--- config.mk ---
export PLATFORM = sky130hd
export DESIGN_NAME = i2c_page_program_frame_parser_unit
export DESIGN_NICKNAME = d
export VERILOG_FILES = /design/src/ippfp_pkg.sv /design/src/i2c_page_program_frame_parser_unit.sv
export SDC_FILE = /design/constraint.sdc
export NUM_CORES = 1
export LEC_CHECK = 0
export BUFFER_PORTS_ARGS = -buffer_cell sky130_fd_sc_hd__buf_2
export CORE_ASPECT_RATIO = 0.75
export CORE_UTILIZATION = 45
export DETAILED_ROUTE_END_ITERATION = 7
export PLACE_DENSITY = 0.68
export SYNTH_ARGS = -nofsm -noshare
export SYNTH_HDL_FRONTEND = slang
export SYNTH_SLANG_ARGS = --single-unit
--- constraint.sdc ---
create_clock -name clk -period 5.7 [get_ports clk]
set_input_delay 0.285 -clock clk [delete_from_list [all_inputs] [get_ports clk]]
set_output_delay 0.285 -clock clk [all_outputs]
set_load 0.005 [all_outputs]
--- src/ippfp_pkg.sv ---
// Shared types, codes and elaboration-time helpers for the I2C page programming frame parser.
`default_nettype none

package ippfp_pkg;

	// Default page size in bytes and reset value of the boot limit register.
	localparam int unsigned PageBytesDefault = 64;
	localparam logic [14:0] BootLimitReset   = 15'h1E00;

	// Frame parser phases.
	typedef enum logic [2:0] {
		PH_ADDR = 3'd0,
		PH_HIGH = 3'd1,
		PH_LOW  = 3'd2,
		PH_DATA = 3'd3,
		PH_STOP = 3'd4
	} phase_t;

	// Bus event kinds.
	typedef enum logic [1:0] {
		EV_SLA   = 2'd0,
		EV_DATA  = 2'd1,
		EV_STOP  = 2'd2,
		EV_OTHER = 2'd3
	} event_t;

	// Result action codes.
	typedef enum logic [2:0] {
		ACT_NONE        = 3'd0,
		ACT_FLASH_WORD  = 3'd1,
		ACT_EEPROM_WORD = 3'd2,
		ACT_COMMIT      = 3'd3,
		ACT_ERROR       = 3'd4
	} action_t;

	// One result transaction.
	typedef struct packed {
		action_t     action;
		logic [14:0] target_address;
		logic [15:0] data_word;
	} result_t;

	// Number of trailing zero bits of a non-zero constant.
	function automatic int unsigned trailing_zeros(input int unsigned value);
		int unsigned v;
		int unsigned n;
		v = value;
		n = 0;
		for (int i = 0; i < 31; i++) begin
			if ((v != 0) && ((v & 1) == 0)) begin
				v = v >> 1;
				n = n + 1;
			end
		end
		return n;
	endfunction

	// Multiplicative inverse of an odd constant modulo 2^15 (Newton iteration).
	function automatic int unsigned inverse_mod15(input int unsigned odd_value);
		int unsigned x;
		x = odd_value;
		for (int i = 0; i < 5; i++) begin
			x = (x * (32'd2 - odd_value * x)) & 32'h7FFF;
		end
		return x;
	endfunction

endpackage

`default_nettype wire

--- src/i2c_page_program_frame_parser_unit.sv ---
// Top level of the I2C page programming frame parser.
// Each event passes through the input register and then the result register; while the
// result register is full and not being emptied, the event waits in the input register.
// Throughput: one event per cycle; the result register, when stalled, is the only hold-up.
// Alignment uses a low-bit mask, a truncated multiply by a constant inverse and a compare.
// Reset clears the phase, the frame state, the sticky error and both valid flags at once;
// the boot limit returns to its reset value. There is no clearing pass.
`default_nettype none

module i2c_page_program_frame_parser_unit #(
	parameter int unsigned PAGE_BYTES = ippfp_pkg::PageBytesDefault
) (
	input  wire logic        clk,
	input  wire logic        arst_n,
	// Event channel
	input  wire logic        in_valid,
	output logic             in_ready,
	input  wire logic [1:0]  func,
	input  wire logic [7:0]  rx_byte,
	// Result channel
	output logic             out_valid,
	input  wire logic        out_ready,
	output logic [2:0]       action,
	output logic [14:0]      target_address,
	output logic [15:0]      data_word,
	// Configuration
	input  wire logic        cfg_wr_en,
	input  wire logic [14:0] cfg_wr_data
);

	// Constants for the divisibility test: PAGE_BYTES = odd part * 2^PgTz.
	localparam int unsigned CntW    = $clog2(PAGE_BYTES + 1);
	localparam int unsigned PgTz    = ippfp_pkg::trailing_zeros(PAGE_BYTES);
	localparam int unsigned PgOdd   = PAGE_BYTES >> PgTz;
	localparam int unsigned PgInv   = ippfp_pkg::inverse_mod15(PgOdd);
	localparam int unsigned RemBits = 15 - PgTz;
	localparam int unsigned PgLim   = ((1 << RemBits) - 1) / PgOdd;
	localparam logic [14:0] LowMask = 15'((1 << PgTz) - 1);

	// Input stage
	logic                   valid_s1;
	logic [1:0]             func_s1;
	logic [7:0]             rx_byte_s1;
	logic                   advance;

	// Parser state
	ippfp_pkg::phase_t      phase_q, phase_nx;
	logic [14:0]            page_base_q, page_base_nx;
	logic [14:0]            write_ptr_q, write_ptr_nx;
	logic [CntW-1:0]        byte_count_q, byte_count_nx;
	logic [7:0]             low_byte_q, low_byte_nx;
	logic [7:0]             high_addr_q, high_addr_nx;
	logic                   eeprom_q, eeprom_nx;
	logic                   error_lock_q, error_lock_nx;
	logic [14:0]            boot_limit_q;

	// Result stage
	ippfp_pkg::result_t     res_nx, res_q;
	logic                   out_valid_q;

	// Alignment and limit checks on the received page address
	logic [15:0]            full_addr;
	logic [14:0]            page_addr;
	logic [14:0]            addr_shifted;
	logic [29:0]            addr_prod;
	logic                   aligned;
	logic [CntW-1:0]        count_inc;

	// The input register moves on whenever the result register is free or being emptied.
	assign advance  = valid_s1 && (!out_valid_q || out_ready);
	assign in_ready = !valid_s1 || advance;

	// Input register.
	always_ff @(posedge clk or negedge arst_n) begin
		if (!arst_n) begin
			valid_s1 <= 1'b0;
		end else if (in_ready) begin
			valid_s1 <= in_valid;
		end
	end

	always_ff @(posedge clk) begin
		if (in_valid && in_ready) begin
			func_s1    <= func;
			rx_byte_s1 <= rx_byte;
		end
	end

	// Boot limit register.
	always_ff @(posedge clk or negedge arst_n) begin
		if (!arst_n) begin
			boot_limit_q <= ippfp_pkg::BootLimitReset;
		end else if (cfg_wr_en) begin
			boot_limit_q <= cfg_wr_data;
		end
	end

	// Page address divisibility: the low bits must be zero and the rest times the odd
	// part's inverse must land in the range that multiples of the odd part map to.
	assign full_addr    = {high_addr_q, rx_byte_s1};
	assign page_addr    = full_addr[14:0];
	assign addr_shifted = page_addr >> PgTz;
	assign addr_prod    = addr_shifted * 15'(PgInv);
	assign aligned      = ((page_addr & LowMask) == 15'd0)
		&& (addr_prod[RemBits-1:0] <= RemBits'(PgLim));
	assign count_inc    = byte_count_q + CntW'(1);

	// Next state and result for the event in the input register.
	always_comb begin
		phase_nx      = phase_q;
		page_base_nx  = page_base_q;
		write_ptr_nx  = write_ptr_q;
		byte_count_nx = byte_count_q;
		low_byte_nx   = low_byte_q;
		high_addr_nx  = high_addr_q;
		eeprom_nx     = eeprom_q;
		error_lock_nx = error_lock_q;
		res_nx        = '{action: ippfp_pkg::ACT_NONE, target_address: '0, data_word: '0};

		if (error_lock_q) begin
			res_nx.action = ippfp_pkg::ACT_ERROR;
		end else begin
			unique case (phase_q)
				ippfp_pkg::PH_ADDR: begin
					if (func_s1 == ippfp_pkg::EV_SLA) begin
						phase_nx = ippfp_pkg::PH_HIGH;
					end else begin
						error_lock_nx = 1'b1;
					end
				end
				ippfp_pkg::PH_HIGH: begin
					if (func_s1 == ippfp_pkg::EV_DATA) begin
						high_addr_nx = rx_byte_s1;
						phase_nx     = ippfp_pkg::PH_LOW;
					end else begin
						error_lock_nx = 1'b1;
					end
				end
				ippfp_pkg::PH_LOW: begin
					if ((func_s1 != ippfp_pkg::EV_DATA) || !aligned
						|| (!full_addr[15] && (page_addr >= boot_limit_q))) begin
						error_lock_nx = 1'b1;
					end else begin
						eeprom_nx     = full_addr[15];
						page_base_nx  = page_addr;
						write_ptr_nx  = page_addr;
						byte_count_nx = '0;
						phase_nx      = ippfp_pkg::PH_DATA;
					end
				end
				ippfp_pkg::PH_DATA: begin
					if (func_s1 == ippfp_pkg::EV_DATA) begin
						byte_count_nx = count_inc;
						if (count_inc >= CntW'(PAGE_BYTES)) begin
							phase_nx = ippfp_pkg::PH_STOP;
						end
						if (!byte_count_q[0]) begin
							low_byte_nx = rx_byte_s1;
						end else begin
							// Second byte of a pair completes a word write.
							write_ptr_nx         = write_ptr_q + 15'd2;
							res_nx.action        = eeprom_q ? ippfp_pkg::ACT_EEPROM_WORD
								: ippfp_pkg::ACT_FLASH_WORD;
							res_nx.target_address = write_ptr_q;
							res_nx.data_word     = {rx_byte_s1, low_byte_q};
						end
					end else begin
						error_lock_nx = 1'b1;
					end
				end
				ippfp_pkg::PH_STOP: begin
					if (func_s1 == ippfp_pkg::EV_STOP) begin
						phase_nx = ippfp_pkg::PH_ADDR;
						if (!eeprom_q) begin
							res_nx.action         = ippfp_pkg::ACT_COMMIT;
							res_nx.target_address = page_base_q;
						end
					end else begin
						error_lock_nx = 1'b1;
					end
				end
				default: begin
					error_lock_nx = 1'b1;
				end
			endcase
			if (error_lock_nx) begin
				res_nx.action = ippfp_pkg::ACT_ERROR;
			end
		end
	end

	// Parser state register.
	always_ff @(posedge clk or negedge arst_n) begin
		if (!arst_n) begin
			phase_q      <= ippfp_pkg::PH_ADDR;
			page_base_q  <= '0;
			write_ptr_q  <= '0;
			byte_count_q <= '0;
			low_byte_q   <= '0;
			high_addr_q  <= '0;
			eeprom_q     <= 1'b0;
			error_lock_q <= 1'b0;
		end else if (advance) begin
			phase_q      <= phase_nx;
			page_base_q  <= page_base_nx;
			write_ptr_q  <= write_ptr_nx;
			byte_count_q <= byte_count_nx;
			low_byte_q   <= low_byte_nx;
			high_addr_q  <= high_addr_nx;
			eeprom_q     <= eeprom_nx;
			error_lock_q <= error_lock_nx;
		end
	end

	// Result register.
	always_ff @(posedge clk or negedge arst_n) begin
		if (!arst_n) begin
			out_valid_q <= 1'b0;
		end else if (!out_valid_q || out_ready) begin
			out_valid_q <= valid_s1;
		end
	end

	always_ff @(posedge clk) begin
		if (advance) begin
			res_q <= res_nx;
		end
	end

	assign out_valid      = out_valid_q;
	assign action         = res_q.action;
	assign target_address = res_q.target_address;
	assign data_word      = res_q.data_word;

endmodule

`default_nettype wire

# Word level (Yosys, flattened, before mapping)
# Cells that the tools add are included.
# W data, S select, Z words.
# word_totals
elab_cells	93
regBits	119
output_inout_bits	36
# op_classes
mux	27
reduce_logical	26
addsub	2
bitwise	5
eq_ne	14
n_lt_le_gt_ge	3
# op_table
cell	n
$mux W33	2
$mux W15	3
$pmux W18 S2	1
$pmux W15 S2	1
$mux W18	1
$mux W3	6
$mux W17	1
$add A15 B2 Y15 const B	1
$ge A15 B15 Y1	1
$logic_not A15 Y1	1
$pmux W3 S5	1
$mux W7	2
$ne A2 B2 Y1 const B	7
$pmux W7 S2	1
$reduce_and A5 Y1	2
$le A9 B9 Y1 const B	1
$reduce_and A9 Y1	1
$reduce_and A4 Y1	2
$add A7 B1 Y7 const B	1
$ge A7 B7 Y1 const B	1
$eq A3 B2 Y1 const B	2
$mux W1	6
$reduce_and A6 Y1	1
$not A1 Y1	5
other kinds (16)	26

# Depth between registers and ports, before layout
# depth
ltp_word	9
depth_mapped	11
mapped_depth_nobuf	9

# Worst setup path before layout
# Ideal clock, no wire load.
# synth_timing
path_kind	reg2reg
start	reg rx_byte_s1[0]
end	reg eeprom_q
path_slack_ps	3098
synth_period_minus_slack_ps	2602
stages_incl_launch_ff	10
setup_time_ps	127
path_buffers	1
arrival_ps	2475
path_cell_list	edfxtp_1 inv_1 ha_1 nand2b_1 a211o_1 a211oi_1 o221ai_2 nor3b_4 buf_6 mux2_1
# synth_between
elab_chain_len	7
word_cells_on_any_way	9
cone_classes	order compare (1); bitwise (1); reduce/logical (7)
# synth_rtl
element	line	rtl
start: declaration	i2c_page_program_frame_parser_unit.sv:43	logic [7:0] rx_byte_s1;
start signal: assignment	i2c_page_program_frame_parser_unit.sv:85	rx_byte_s1 <= rx_byte;
parallel branches: the longest is 4 deep, another holds $ge A15 B15 Y1	-	
$logic_or A1 B1 Y1 (*)	i2c_page_program_frame_parser_unit.sv:141	|| (!full_addr[15] && (page_addr >= boot_limit_q))) begin
$not A1 Y1 (no source line) (*)	-	
$reduce_and A4 Y1 (no source line) (*)	-	
end signal: assignment	i2c_page_program_frame_parser_unit.sv:210	eeprom_q <= eeprom_nx;
end: declaration	i2c_page_program_frame_parser_unit.sv:53	logic eeprom_q, eeprom_nx;
# Mark *: on every way between the ends.
# A chain may end at the register's enable or synchronous reset.

# Worst setup path in the final report
# layout_timing
start	reg rx_byte_s1[0]
end	reg page_base_q[6]
# layout_between
elab_chain_len	7
word_cells_on_any_way	9
cone_classes	order compare (1); bitwise (1); reduce/logical (7)
# layout_rtl
element	line	rtl
parallel branches: the longest is 4 deep, another holds $ge A15 B15 Y1	-	
$logic_or A1 B1 Y1 (*)	i2c_page_program_frame_parser_unit.sv:141	
$not A1 Y1 (no source line) (*)	-	
$reduce_and A4 Y1 (no source line) (*)	-	
end signal: assignment	i2c_page_program_frame_parser_unit.sv:205	page_base_q <= page_base_nx;
end: declaration	i2c_page_program_frame_parser_unit.sv:48	logic [14:0] page_base_q, page_base_nx;
# Marks and branches as above.

==> run metrics <==
run status finished clean; wire length per cell after detailed routing 16.44 um; clock tree from TritonCTS yes; FF+latch area 3203 um2; # IOs 66; Arr. time, crit path 3570 ps; post-synthesis async set-or-reset flop share 0.6303; Via-to-Cell Ratio 5.440; time the worst path needs with I/O delays and setup 3279 ps; maximum resistive drop on vdd 230.6 uV; worst min-delay path class input port to flop; maximum capacitance violations 0; global-route track usage on met3 0.05176; number of remaining DRC errors 0; Post-synth EDFFs 44; type of element launching the critical path flop; flop2flop setup slack 2420 ps; number of inserted diodes 0; sequential share of the synthesized area 0.5842; clock buffer count from CTS 17; number of clock sinks 119; total number of nets in the final design 599; main flop type after synthesis sky130_fd_sc_hd__dfrtp_1; leading cell type in the layout, fill and taps excluded sky130_fd_sc_hd__dfrtp_1; instance count along the most critical hold path 1; met1 Resource Use GR 0.3090; clk buf depth 2; mapped cell area 5483 um2; Fillers 1,015; layout-stage area growth over the synthesis result 18.05%; top library cells by usage in the layout, fill and taps aside sky130_fd_sc_hd__dfrtp_1 (71), sky130_fd_sc_hd__buf_2 (65), sky130_fd_sc_hd__nand2_1 (51); clock-pin slew reported for the worst setup and hold paths after clock tree synthesis 50 ps; Max-slew headroom 0.2259; Crit Path Class flop to flop; count of H-tree levels built during CTS 4; final-report hold violation count 0; die area 12,630 um2; met2 Track Usage GR 0.2936; buffers added on ports 65; placeable core region 11,740 um2; largest fanout of any net on the critical path 16; Initial Utilization 0.4670; 1st-iter DRT viols 287; Gate Count Post-Synth 489; depth of the worst register-to-register path 8; Peak Freq 305.0 MHz; CP Capture Type flop; count of synthesis-stage warnings from yosys 0; final clock period utilization by the worst path 0.5752; Distinct cells, synth 50; global-route wire length before repair 19,710 um; iteration count of the initial detailed-routing pass 4; width of the die 129.5 um; total number of vias 3,955; endpoint of the most critical register-to-register path page_base_q[6]$_DFFE_PN0P_; share of layout cells above drive strength 1 0.2319; total nets after synthesis 536; Final Max Slew Viols 0; pin slew with the least headroom to its limit 1157 ps; clk_skew 8.673 ps; count of hold buffers inserted by post-cts repair 0; master cell of the clock root buffer sky130_fd_sc_hd__clkbuf_16; number of instances resized during post-cts repair 0; number of storage elements in the synthesis netlist 119; power per unit of standard cell area 315.0 nW/um2; critical-path cell list inv_1 -> ha_1 -> nand2b_1 -> a211o_1 -> a211oi_1 -> o221ai_2 -> nor3b_4 -> mux2_2; P_leak 2.777 nW; setup repair after global routing missed its margin false; worst hold start rx_byte[7]; post-layout instance count excluding filler cells 727; count of antenna-violating nets left after detailed routing 0; critical path's slowest cell sky130_fd_sc_hd__nor3b_4; cell row count 34; Overall Global Routing Usage 0.2092; HPWL Detailed 8160 um; Post CTS Setup Buffer Count 0; Mean Syn Cell Area 11.21 um2; number of failing setup endpoints in the final timing report 0; height of the die 97.59 um; Clock Latency Late Sink 410 ps; total area of multi-input combinational cells 2127 um2; endpoint of the worst hold-timing path rx_byte_s1[7]$_DFFE_PP_; launching point of the worst reg2reg path rx_byte_s1[0]$_DFFE_PP_; post-detailed-routing wire length 11,960 um; Most Crowded Layer GR met1; overall power of the completed layout 2.039 mW; Req. time, crit path 5990 ps; largest stage delay on the critical path 760 ps; final estimated routing congestion in global placement 0.8251; maximum number of pins on one net before global-route repair 76; total grt overflow 0; initial antenna violation count 0; Cells after DPL 695; number of global-route vias before repair 3,828; summed negative setup slack over all endpoints 0 ps
-- flip-flops by register name (all words and copies together) (netlist names) --
register,cells
valid_s1,1
func_s1,2
out_valid,1
rx_byte_s1,8
high_addr_q,8
error_lock_q,1
data_word,16
low_byte_q,8
page_base_q,15
boot_limit_q,15
byte_count_q,7
target_address,15
action,3
eeprom_q,1
write_ptr_q,15
phase_q,3
-- power breakdown --
| group | switching (mW) | total, mW | internal, mW |
|---|---|---|---|
| sequential | 0.0183 | 0.944 | 0.926 |
| clock | 0.359 | 0.992 | 0.632 |
| combinational | 0.0639 | 0.103 | 0.0390 |
| total | 0.442 | 2.04 | 1.60 |
-- worst max-delay path: cells and delay by family, from the launching register on --
family	cells	cell delay, ps
flip-flops	1	430
adder cells (fa/ha/maj)	1	230
multiplexers	1	410
AO/OA/AOI/OAI	3	1050
AND/OR/NAND/NOR	2	900
buffers and inverters	1	120
-- final cells by class --
type,instances,area share
clock buffers,20,0.06747
clock inverters,12,0.01701
inverters,16,0.009279
multi-input cells,332,0.3286
flip-flops and latches,119,0.4949
well taps,162,0.03132
repair buffers,66,0.05142
-- worst max-delay path by stage --
stage | start | to | depth (start not counted)
6_report | rx_byte_s1[0]$_DFFE_PP_ | page_base_q[6]$_DFFE_PN0P_ | 8
3_3_place_gp | rx_byte_s1[0]$_DFFE_PP_ | page_base_q[8]$_DFFE_PN0P_ | 8
4_1_cts | rx_byte_s1[0]$_DFFE_PP_ | page_base_q[7]$_DFFE_PN0P_ | 8
2_1_floorplan | rx_byte_s1[0]$_DFFE_PP_ | eeprom_q$_DFFE_PN0P_ | 9
5_1_grt | rx_byte_s1[0]$_DFFE_PP_ | page_base_q[10]$_DFFE_PN0P_ | 8
3_5_place_dp | rx_byte_s1[0]$_DFFE_PP_ | page_base_q[7]$_DFFE_PN0P_ | 8
-- layer usage --
layer | vias to the layer above | share of wire
met5 | - | 0
met4 | 0 | 0.013
met3 | 11 | 0.052
met2 | 127 | 0.43
met1 | 1923 | 0.50
li1 | 1894 | -
-- synthesized netlist by cell type (7+ instances only) --
| cell | number | area share |
|---|---|---|
| sky130_fd_sc_hd__a211oi_1 | 7 | 0.0096 |
| sky130_fd_sc_hd__a21oi_1 | 25 | 0.023 |
| sky130_fd_sc_hd__a22oi_1 | 15 | 0.021 |
| sky130_fd_sc_hd__and2_1 | 18 | 0.021 |
| sky130_fd_sc_hd__clkbuf_1 | 18 | 0.012 |
| sky130_fd_sc_hd__dfrtp_1 | 71 | 0.32 |
| sky130_fd_sc_hd__edfxtp_1 | 44 | 0.24 |
| sky130_fd_sc_hd__ha_1 | 17 | 0.039 |
| sky130_fd_sc_hd__inv_1 | 16 | 0.011 |
| sky130_fd_sc_hd__mux2_2 | 23 | 0.047 |
| sky130_fd_sc_hd__nand2_1 | 51 | 0.035 |
| sky130_fd_sc_hd__nand2b_1 | 7 | 0.0080 |
| sky130_fd_sc_hd__nand3_1 | 10 | 0.0091 |
| sky130_fd_sc_hd__nor2_1 | 38 | 0.026 |
| sky130_fd_sc_hd__nor2b_1 | 9 | 0.010 |
| sky130_fd_sc_hd__nor3_1 | 13 | 0.012 |
| sky130_fd_sc_hd__o21ai_0 | 36 | 0.033 |
| sky130_fd_sc_hd__o22ai_1 | 7 | 0.0080 |
-- metrics by stage --
| step | hold slack [ps] | cell area (um2) | utilization | setup WS [ps] |
|---|---|---|---|---|
| after floorplan | -10.59 | 5483 | - | 3098 |
| after global placement | 463.7 | 5926 | 0.5047 | 2547 |
| after detailed placement | 463.1 | 5926 | 0.5047 | 2422 |
| after CTS | 30.10 | 6472 | 0.5513 | 2430 |
| after global routing | 29.78 | 6472 | 0.5513 | 2129 |
| final | 43.29 | 6472 | 0.5513 | 2421 |
-- cell families (layout without fill, tap and decap cells) --
| logic type | after synthesis | after routing | share of synthesized area |
|---|---|---|---|
| adder cells (fa/ha/maj) | 17 | 17 | 0.03879 |
| flip-flops | 119 | 119 | 0.5842 |
| AO/OA/AOI/OAI | 105 | 105 | 0.1168 |
| multiplexers | 28 | 28 | 0.05728 |
| XOR/XNOR | 2 | 2 | 0.003195 |
| AND/OR/NAND/NOR | 180 | 180 | 0.1705 |
| buffers and inverters | 38 | 114 | 0.02921 |
No activity file was read; power rests on OpenSTA's default activity.
